## src/design/u8u16_pkg.sv

```systemverilog
// Package for the UTF-8 to UTF-16 transcoder.
// Holds the shared widths, code constants and controller/datapath interface types.
// Depends on nothing.
`timescale 1ns / 1ps

package u8u16_pkg;

	// Widths and counts of the result buffer and its candidates.
	localparam int UNIT_W    = 16;
	localparam int MAX_UNITS = 4;
	localparam int IDX_W     = 2;
	localparam int CNT_W     = 3;
	localparam int NUM_CAND  = 6;

	// UTF-16 code constants.
	localparam logic [UNIT_W-1:0] REPLACEMENT  = 16'hFFFD;
	localparam logic [UNIT_W-1:0] HI_SURR_BASE = 16'hD800;
	localparam logic [UNIT_W-1:0] LO_SURR_BASE = 16'hDC00;
	localparam logic [20:0]       SUPP_BASE    = 21'h10000;

	// Commands from the controller to the datapath.
	typedef struct packed {
		logic             load;
		logic [IDX_W-1:0] rd_idx;
	} dp_cmd_t;

	// Status from the datapath to the controller.
	typedef struct packed {
		logic [CNT_W-1:0] n_units;
	} dp_sts_t;

endpackage

```

## src/design/utf8_to_utf16_transcoder_unit.sv

```systemverilog
// Top level of the UTF-8 to UTF-16 transcoder.
// Depends on u8u16_pkg, u8u16_dpath and u8u16_ctrl.
//
// Channel  | Direction | tdata                 | tuser         | tlast
// ---------+-----------+-----------------------+---------------+--------
// s_axis   | in        | [7:0] data_byte       | has_byte      | last
// m_axis   | out       | [15:0] code_unit      | is_terminator | run_end
//
// An input transaction is decoded in the cycle it is taken; its results (zero to four
// units) leave the result buffer one per cycle while the output is ready, from the next
// cycle on. The next item is taken in the cycle the final result of the previous one is
// delivered. Reset clears the open sequence and the controller. A stall on the output
// holds the current unit and blocks the input.
`timescale 1ns / 1ps

module utf8_to_utf16_transcoder_unit import u8u16_pkg::*; (
	input  logic        clk,
	input  logic        arst_n,
	input  logic        s_tvalid,
	output logic        s_tready,
	input  logic [7:0]  s_tdata,   // [7:0] data_byte
	input  logic        s_tuser,   // has_byte
	input  logic        s_tlast,
	output logic        m_tvalid,
	input  logic        m_tready,
	output logic [15:0] m_tdata,   // [15:0] code_unit
	output logic        m_tuser,   // is_terminator
	output logic        m_tlast
);

	dp_cmd_t cmd;
	dp_sts_t sts;

	// Sequencing of transactions and results.
	u8u16_ctrl u_ctrl (
		.clk       (clk),
		.arst_n    (arst_n),
		.in_valid  (s_tvalid),
		.in_ready  (s_tready),
		.out_valid (m_tvalid),
		.out_ready (m_tready),
		.out_last  (m_tlast),
		.sts       (sts),
		.cmd       (cmd)
	);

	// Decoding and result storage.
	u8u16_dpath u_dpath (
		.clk      (clk),
		.arst_n   (arst_n),
		.cmd      (cmd),
		.in_byte  (s_tdata),
		.in_has   (s_tuser),
		.in_last  (s_tlast),
		.sts      (sts),
		.unit_out (m_tdata),
		.term_out (m_tuser)
	);

endmodule

```

## src/design/u8u16_dpath.sv

```systemverilog
// Datapath of the UTF-8 to UTF-16 transcoder: sequence buffer, decoder and result buffer.
// Depends on u8u16_pkg.
`timescale 1ns / 1ps

module u8u16_dpath import u8u16_pkg::*; (
	input  logic              clk,
	input  logic              arst_n,
	input  dp_cmd_t           cmd,
	input  logic [7:0]        in_byte,
	input  logic              in_has,
	input  logic              in_last,
	output dp_sts_t           sts,
	output logic [UNIT_W-1:0] unit_out,
	output logic              term_out
);

	// Sequence length of a lead byte; a byte that is no valid lead counts as one.
	function automatic logic [2:0] lead_len(input logic [7:0] b);
		logic [2:0] r;
		if (b[7] == 1'b0)                r = 3'd1;
		else if (b[7:5] == 3'b110)       r = 3'd2;
		else if (b[7:4] == 4'b1110)      r = 3'd3;
		else if (b[7:3] == 5'b11110)     r = 3'd4;
		else                             r = 3'd1;
		return r;
	endfunction

	// Payload bits of a lead byte, or the replacement character for a bad lead.
	function automatic logic [UNIT_W-1:0] lead_bits(input logic [7:0] b);
		logic [UNIT_W-1:0] r;
		if (b[7] == 1'b0)                r = {8'd0, b};
		else if (b[7:5] == 3'b110)       r = {11'd0, b[4:0]};
		else if (b[7:4] == 4'b1110)      r = {12'd0, b[3:0]};
		else if (b[7:3] == 5'b11110)     r = {13'd0, b[2:0]};
		else                             r = REPLACEMENT;
		return r;
	endfunction

	logic [1:0]        cnt_q;
	logic [7:0]        pb0_q, pb1_q, pb2_q;
	logic [UNIT_W-1:0] unit_q [MAX_UNITS];
	logic              term_q [MAX_UNITS];

	logic [1:0]        cnt_mid, m;
	logic [7:0]        pb0_d, pb1_d, pb2_d;
	logic [2:0]        len_b, len_p, len_x, len_y;
	logic [UNIT_W-1:0] lb_p, lb_x, lb_y;
	logic [20:0]       cp_main, v;
	logic              main_v, big, flush, pair;
	logic [UNIT_W-1:0] hi_unit, lo_unit;
	logic [UNIT_W-1:0] cand_u [NUM_CAND];
	logic              cand_v [NUM_CAND];
	logic              cand_t [NUM_CAND];
	logic [UNIT_W-1:0] buf_u_d [MAX_UNITS];
	logic              buf_t_d [MAX_UNITS];
	logic [CNT_W-1:0]  n;

	// Byte handling: emit a lone byte at once, or start, extend or complete the open sequence.
	always_comb begin
		len_b   = lead_len(in_byte);
		len_p   = lead_len(pb0_q);
		lb_p    = lead_bits(pb0_q);
		pb0_d   = pb0_q;
		pb1_d   = pb1_q;
		pb2_d   = pb2_q;
		cp_main = '0;
		main_v  = 1'b0;
		cnt_mid = cnt_q;
		if (in_has) begin
			if (cnt_q == 2'd0) begin
				if (len_b == 3'd1) begin
					main_v  = 1'b1;
					cp_main = {5'd0, lead_bits(in_byte)};
				end else begin
					pb0_d   = in_byte;
					cnt_mid = 2'd1;
				end
			end else if (({1'b0, cnt_q} + 3'd1) >= len_p) begin
				main_v  = 1'b1;
				cnt_mid = 2'd0;
				unique case (cnt_q)
					2'd0: cp_main = '0;
					2'd1: cp_main = {10'd0, lb_p[4:0], in_byte[5:0]};
					2'd2: cp_main = {5'd0, lb_p[3:0], pb1_q[5:0], in_byte[5:0]};
					2'd3: cp_main = {lb_p[2:0], pb1_q[5:0], pb2_q[5:0], in_byte[5:0]};
				endcase
			end else begin
				if (cnt_q == 2'd1) pb1_d = in_byte;
				else               pb2_d = in_byte;
				cnt_mid = cnt_q + 2'd1;
			end
		end
	end

	// Surrogate pair split for code points above the basic plane.
	always_comb begin
		big     = |cp_main[20:16];
		v       = cp_main - SUPP_BASE;
		hi_unit = HI_SURR_BASE + {5'd0, v[20:10]};
		lo_unit = LO_SURR_BASE + {6'd0, v[9:0]};
	end

	// Candidate results in order: decoded unit(s), flush of an open sequence, terminator.
	always_comb begin
		flush = in_last && (cnt_mid != 2'd0);
		m     = cnt_mid - 2'd1;
		len_x = lead_len(pb1_d);
		len_y = lead_len(pb2_d);
		lb_x  = lead_bits(pb1_d);
		lb_y  = lead_bits(pb2_d);
		pair  = (len_x == 3'd2) && (m == 2'd2);

		for (int i = 0; i < NUM_CAND; i++) cand_t[i] = 1'b0;

		cand_v[0] = main_v;
		cand_u[0] = big ? hi_unit : cp_main[UNIT_W-1:0];
		cand_v[1] = main_v && big;
		cand_u[1] = lo_unit;
		cand_v[2] = flush;
		cand_u[2] = REPLACEMENT;

		// Held bytes after the lead are parsed again as a string tail.
		cand_v[3] = flush && (m != 2'd0);
		if (len_x == 3'd1)  cand_u[3] = lb_x;
		else if (pair)      cand_u[3] = {5'd0, lb_x[4:0], pb2_d[5:0]};
		else                cand_u[3] = REPLACEMENT;
		cand_v[4] = flush && (m == 2'd2) && !pair;
		cand_u[4] = (len_y == 3'd1) ? lb_y : REPLACEMENT;

		cand_v[5] = in_last;
		cand_u[5] = '0;
		cand_t[5] = 1'b1;
	end

	// Pack the valid candidates into the result buffer.
	always_comb begin
		for (int j = 0; j < MAX_UNITS; j++) begin
			buf_u_d[j] = '0;
			buf_t_d[j] = 1'b0;
		end
		n = '0;
		for (int i = 0; i < NUM_CAND; i++) begin
			if (cand_v[i]) begin
				if (n < CNT_W'(MAX_UNITS)) begin
					buf_u_d[n[IDX_W-1:0]] = cand_u[i];
					buf_t_d[n[IDX_W-1:0]] = cand_t[i];
				end
				n = n + CNT_W'(1);
			end
		end
		sts.n_units = n;
	end

	// Sequence count register.
	always_ff @(posedge clk or negedge arst_n) begin
		if (!arst_n) begin
			cnt_q <= 2'd0;
		end else if (cmd.load) begin
			cnt_q <= in_last ? 2'd0 : cnt_mid;
		end
	end

	// Held bytes and result buffer.
	always_ff @(posedge clk) begin
		if (cmd.load) begin
			pb0_q <= pb0_d;
			pb1_q <= pb1_d;
			pb2_q <= pb2_d;
			for (int j = 0; j < MAX_UNITS; j++) begin
				unit_q[j] <= buf_u_d[j];
				term_q[j] <= buf_t_d[j];
			end
		end
	end

	assign unit_out = unit_q[cmd.rd_idx];
	assign term_out = term_q[cmd.rd_idx];

endmodule

```

## src/design/u8u16_ctrl.sv

```systemverilog
// Controller of the UTF-8 to UTF-16 transcoder: handshakes and result sequencing.
// Depends on u8u16_pkg.
`timescale 1ns / 1ps

module u8u16_ctrl import u8u16_pkg::*; (
	input  logic    clk,
	input  logic    arst_n,
	input  logic    in_valid,
	output logic    in_ready,
	output logic    out_valid,
	input  logic    out_ready,
	output logic    out_last,
	input  dp_sts_t sts,
	output dp_cmd_t cmd
);

	localparam logic ST_IDLE = 1'b0;
	localparam logic ST_EMIT = 1'b1;

	logic             state_q;
	logic [CNT_W-1:0] n_q;
	logic [IDX_W-1:0] idx_q;
	logic             last_unit, out_fire, in_fire;

	// Handshake decisions; a new item enters as the final result leaves.
	always_comb begin
		last_unit  = (CNT_W'(idx_q) + CNT_W'(1)) == n_q;
		out_valid  = (state_q == ST_EMIT);
		out_fire   = out_valid && out_ready;
		in_ready   = (state_q == ST_IDLE) || (out_fire && last_unit);
		in_fire    = in_valid && in_ready;
		out_last   = last_unit;
		cmd.load   = in_fire;
		cmd.rd_idx = idx_q;
	end

	// State, result count and read index.
	always_ff @(posedge clk or negedge arst_n) begin
		if (!arst_n) begin
			state_q <= ST_IDLE;
			n_q     <= '0;
			idx_q   <= '0;
		end else if (in_fire) begin
			state_q <= (sts.n_units != '0) ? ST_EMIT : ST_IDLE;
			n_q     <= sts.n_units;
			idx_q   <= '0;
		end else if (out_fire) begin
			if (last_unit) begin
				state_q <= ST_IDLE;
			end else begin
				idx_q <= idx_q + IDX_W'(1);
			end
		end
	end

endmodule

```

## config.mk

```make
export PLATFORM = sky130hd
export DESIGN_NAME = utf8_to_utf16_transcoder_unit
export DESIGN_NICKNAME = d
export VERILOG_FILES = /design/src/design/u8u16_pkg.sv /design/src/design/utf8_to_utf16_transcoder_unit.sv /design/src/design/u8u16_dpath.sv /design/src/design/u8u16_ctrl.sv
export SDC_FILE = /design/constraint.sdc
export NUM_CORES = 1
export LEC_CHECK = 0
export ABC_AREA = 1
export BUFFER_PORTS_ARGS = -buffer_cell sky130_fd_sc_hd__buf_4
export CORE_ASPECT_RATIO = 0.6
export CORE_MARGIN = 1
export CORE_UTILIZATION = 63
export DETAILED_ROUTE_END_ITERATION = 10
export GPL_ROUTABILITY_DRIVEN = 1
export PLACE_DENSITY = 0.84
export SLEW_MARGIN = 5
export SYNTH_ARGS = -nofsm -noshare
export SYNTH_HDL_FRONTEND = slang
export SYNTH_HIERARCHICAL = 1
export SYNTH_SLANG_ARGS = --single-unit
```

## constraint.sdc

```tcl
create_clock -name clk -period 5.55 [get_ports clk]
set_clock_uncertainty 0.15 [all_clocks]
set_input_delay 1.3875 -clock clk [delete_from_list [all_inputs] [get_ports clk]]
set_output_delay 1.3875 -clock clk [all_outputs]
set_load 0.05 [all_outputs]
```

; After elaboration in Yosys (flattened, before gate mapping)
; Memory sizes are Yosys's and may differ from the RTL's.
; Cells that the tools add are included.
[op_classes]
add_sub_neg = 13
order_cmp = 16
eq_ne = 22
n_mux = 101
bitwise_logic = 12
reduce_logical = 26
[op_table]
columns = op, n
row1 = 64-bit two-way mux, 10
row2 = 16-bit two-way mux, 23
row3 = 64-bit bitwise mux, 3
row4 = 16-bit demux with 2-bit select, 5
row5 = 64-bit AND, 1
row6 = 8-bit two-way mux, 8
row7 = 64-bit inverter, 1
row8 = 21-bit two-way mux, 3
row9 = 3-bit two-way mux, 21
row10 = 21-bit case mux with 3 select lines, 1
row11 = 60-bit bitwise OR, 1
row12 = 21-bit by 17-bit subtractor with 21-bit output (second input constant), 1
row13 = 5-bit == test (second input constant), 4
row14 = 5-bit two-way mux, 4
row15 = 15-bit by 11-bit adder with 16-bit output (first input constant), 1
row16 = 15-bit by 12-bit adder with 16-bit output (first input constant), 1
row17 = 4-bit == test (second input constant), 4
row18 = 2-bit two-way mux, 8
row19 = 3-bit greater-or-equal comparator (second input constant), 5
row20 = 3-bit by 1-bit < comparator with 1-bit output (second input constant), 5
row21 = 1-bit logical AND, 14
row22 = 3-bit by 1-bit adder with 3-bit output (second input constant), 4
row23 = 3-bit == test (second input constant), 4
row24 = 3-bit < comparator (second input constant), 4
row25 = 28 further kinds, 54
[word_totals]
ff_bits = 32
ram_bits = 68
inputBits = 14
output_inout_bits = 20
elab_cells = 199
n_memories = 2
[memory_table]
columns = memory, depth, word_bits, read_ports, rd_ports_with_merged_regs, write_ports, line
row1 = u_dpath.unit_q, 4, 16, 1, 0, 4, u8u16_dpath.sv:41  ; logic [UNIT_W-1:0] unit_q [MAX_UNITS];
row2 = u_dpath.term_q, 4, 1, 1, 0, 4, u8u16_dpath.sv:42  ; logic term_q [MAX_UNITS];

; Depth between registers and ports, before layout
[depth]
word_depth = 30
depth_mapped = 32
ltp_nobuf = 31

; By module
; Netlist, hierarchy kept.
[modules_own_cells]
columns = mod, instances, cells_each, area_each_um2, seq_area_each_um2
row1 = u8u16_dpath, 1, 826, 6178.4, 2482.4
row2 = u8u16_ctrl, 1, 49, 370.4, 150.1

; Least setup slack after synthesis
; No wires, ideal clock.
[synth_timing]
kind = input port to flip-flop
startpoint = input s_tuser
endpoint = memory u_dpath.unit_q[0][1], data pin
arrival_ns = 4.245
path_slack_ns = 0.899
stages = 23
n_path_buf = 1
path_cell_list = nand2_2 -> inv_1 -> nand3_1 -> inv_2 -> nand2_1 -> ha_1 -> nand2_1 -> inv_1 -> nand2_1 -> nor2_1 -> ha_1 -> ha_1 -> inv_1 -> o21ai_2 -> ha_1 -> inv_1 -> o21ai_1 -> inv_1 -> ha_1 -> nand4_4 -> inv_1 -> buf_2 -> nor2_1
[synth_lines]
columns = element, line
row1 = start: declaration, utf8_to_utf16_transcoder_unit.sv:22  ; input logic s_tuser,
row2 = end: declaration, u8u16_dpath.sv:41

==> results.json <==
{
  "status": "completed",
  "grt.total_usage_pct": 42.2,
  "tns_ns": 0,
  "grt_max_degree": 53,
  "via_count": 6820,
  "setup_ws_ns": 0.260,
  "first_iter_violations": 1449,
  "crit_path_frequent_cell": "ha_1",
  "syn-cell-area_mm2": 0.00655,
  "syn_to_final_growth_pct": 10.9,
  "ys_ff_latch": 89,
  "synth_area_per_cell_um2": 7.48,
  "via_per_inst": 6.50,
  "max-cap-violations": 0,
  "root_buffer": "clkbuf_16",
  "async_flop_share_pct": 8.99,
  "cellLeakagePower_nw": 3.41,
  "slowest_stage": "dfrtp_1",
  "hold_buffers": 0,
  "port_buffers": 33,
  "grt_pass1_vias": 5935,
  "max-vdd-ir-drop_uv": 517,
  "num-nets-final": 947,
  "reg2reg_depth": 27,
  "start_util_pct": 65.6,
  "cts.path.max_buffers": 2,
  "globalplace.congestion": 1.12,
  "worstSetupEndpointType": "flop",
  "drive_above_1_share_pct": 13.8,
  "layout_common_cells": "237 x nand2_1, 99 x inv_1, 90 x nor2_1",
  "synth_cell_types": 42,
  "worst_pin_slew_ns": 0.885,
  "netlist_instances": 875,
  "holdPathStages": 2,
  "clock-sinks": 89,
  "synth_ff_type": "edfxtp_1",
  "cp-start-kind": "flop",
  "dpl_worst_slack_ns": 0.244,
  "power_w": 0.00411,
  "finalHoldViolCount": 0,
  "regToRegSetupSlack_ns": 0.26,
  "grt_pass1_wl_um": 33100,
  "cpPeakStageDelay_ns": 0.46,
  "routedWlPerCell_um": 21.5,
  "antenna_left": 0,
  "setup_viol": 0,
  "rsz0062_at_grt": "no",
  "cts_tree": "done",
  "dieWidth_um": 134,
  "drc": 0,
  "core_mm2": 0.00998,
  "hold_slack_ns": 0.352,
  "first_pass_iters": 10,
  "dieHeight_um": 81.0,
  "slew_headroom_pct": 40.9,
  "numCtsBuffers": 9,
  "overflow": 0,
  "path_max_fanout": 8,
  "period_minus_slack_ns": 5.29,
  "critPathKind": "reg -> reg",
  "antennaDiodeCount": 0,
  "htree_levels": 3,
  "synth-edff-count": 81,
  "min_path_type": "reg -> reg",
  "antenna_found_initial": 0,
  "cp.arrival_ns": 5.22,
  "fillers": 772,
  "fmax_mhz": 189,
  "yosysWarnings": 6,
  "hpwlAfterDp_um": 17100,
  "dieArea_mm2": 0.0108,
  "syn-num-nets": 912,
  "p_per_area_mw_per_mm2": 566,
  "insertion_delay_ns": 0.35,
  "period_share_pct": 95.3,
  "slew_violations": 0,
  "mostFrequentLayoutCell": "nand2_1",
  "rows": 28,
  "ios": 34,
  "wl_um": 22500,
  "ys_seq_area_share_pct": 40.2,
  "clk_pin_slew_ns": 0.07,
  "worstPathRequired_ns": 5.49
}
[cell usage after synthesis (2+ instances only)]
| library cell | n | area (µm²) |
|---|---|---|
| nand4_1 | 18 | 113 |
| nor3_1 | 2 | 10.0 |
| xnor2_1 | 3 | 26.3 |
| nor2_8 | 3 | 60.1 |
| buf_2 | 9 | 45.0 |
| a21oi_1 | 44 | 220 |
| inv_1 | 102 | 383 |
| clkbuf_1 | 11 | 41.3 |
| nor2_1 | 90 | 338 |
| nand2_2 | 14 | 87.6 |
| dfrtp_1 | 8 | 200 |
| nand3_4 | 4 | 70.1 |
| o22ai_1 | 18 | 113 |
| o211ai_1 | 4 | 30.0 |
| xor2_1 | 2 | 17.5 |
| ha_1 | 23 | 288 |
| nand2_4 | 5 | 56.3 |
| edfxtp_1 | 81 | 2430 |
| nor2_2 | 4 | 25.0 |
| nand3_2 | 4 | 40.0 |
| o21ai_0 | 84 | 420 |
| nand2_1 | 237 | 890 |
| buf_4 | 4 | 30.0 |
| inv_2 | 7 | 26.3 |
| o21ai_2 | 4 | 35.0 |
| nor2_4 | 2 | 22.5 |
| buf_6 | 2 | 22.5 |
| o21ai_1 | 8 | 40.0 |
| inv_4 | 2 | 12.5 |
| nand3_1 | 64 | 320 |
[layer usage]
layer / global-route usage, % / share of wire, % / vias up
met1: 58.0 / 39 / 3133
met3: 19.4 / 19 / 82
met4: 10.7 / 2.2 / 2
li1: - / - / 2984
met2: 59.2 / 40 / 619
met5: 4.63 / 0.26 / -
[through the flow]
stage | utilization (%) | instances | area (µm²)
final | 72.7 | 1050 | 7260
after global routing | 72.7 | 1050 | 7260
after global placement | 69.4 | 1031 | 6930
after detailed placement | 69.4 | 1031 | 6930
after CTS | 72.4 | 1047 | 7230
after floorplan | - | 875 | 6550
[final cells by class]
| class | count | area [µm²] | area share, % |
|---|---|---|---|
| clock inverter | 7 | 66.3 | 0.913 |
| multi-input combinational | 647 | 3350 | 46.2 |
| sequential | 89 | 2630 | 36.3 |
| clock buffer | 9 | 225 | 3.10 |
| tap | 135 | 169 | 2.33 |
| timing repair inverter | 1 | 7.51 | 0.103 |
| inverter | 112 | 433 | 5.96 |
| timing repair buffer | 50 | 375 | 5.17 |
[final timing paths]
| path | startpoint | to |
|---|---|---|
| setup / recovery | u_dpath/cnt_q[1]$_DFFE_PN0P_ | u_dpath/unit_q[0][10]$_DFFE_PP_ |
| hold / removal | u_ctrl/n_q[2]$_DFFE_PN0P_ | u_ctrl/n_q[2]$_DFFE_PN0P_ |
| setup reg to reg | u_dpath/cnt_q[1]$_DFFE_PN0P_ | u_dpath/unit_q[0][10]$_DFFE_PP_ |
| hold reg to reg | u_ctrl/n_q[2]$_DFFE_PN0P_ | u_ctrl/n_q[2]$_DFFE_PN0P_ |
| max in group asynchronous | arst_n | u_dpath/cnt_q[0]$_DFFE_PN0P_ |
| min in group asynchronous | arst_n | u_ctrl/n_q[1]$_DFFE_PN0P_ |
[worst max-delay path, delay by kind of cell, from the launching register on]
| kind | cells | cell delay [ns] |
|---|---|---|
| AO/OA/AOI/OAI | 3 | 0.39 |
| buffers and inverters | 8 | 0.84 |
| AND/OR/NAND/NOR | 9 | 1.05 |
| adder cells (fa/ha/maj) | 7 | 2.10 |
| flip-flops | 1 | 0.46 |
[power by group]
group	internal (W)	switching [W]	total (W)
registers	0.000959	0.0000910	0.00105
logic	0.000659	0.00179	0.00245
clock network	0.000318	0.000296	0.000614
[cells by family (layout without fill, tap and decap cells)]
| kind of cell | Yosys count | count (layout) | synth area share, % |
|---|---|---|---|
| simple gates | 451 | 451 | 32.0 |
| compound gates | 168 | 168 | 14.0 |
| buf+inv | 139 | 179 | 8.69 |
| flops | 89 | 89 | 40.2 |
| fa+ha+maj | 23 | 23 | 4.39 |
| xor+xnor | 5 | 5 | 0.669 |
[state kept, by name (all words and copies together), names as in the netlist]
name              count
u_dpath/unit_q       53
u_ctrl/idx_q          2
u_dpath/pb2_q         8
u_dpath/pb1_q         8
u_ctrl/out_valid      1
u_dpath/cnt_q         2
u_dpath/term_q        4
u_ctrl/n_q            3
u_dpath/pb0_q         8
[timing repair]
item / CTS / global route
setup endpoints to repair: 0 / 11
resized for setup: 0 / 4
setup buffers: 0 / 2
Note: power is estimated with default switching activity, not from simulation.
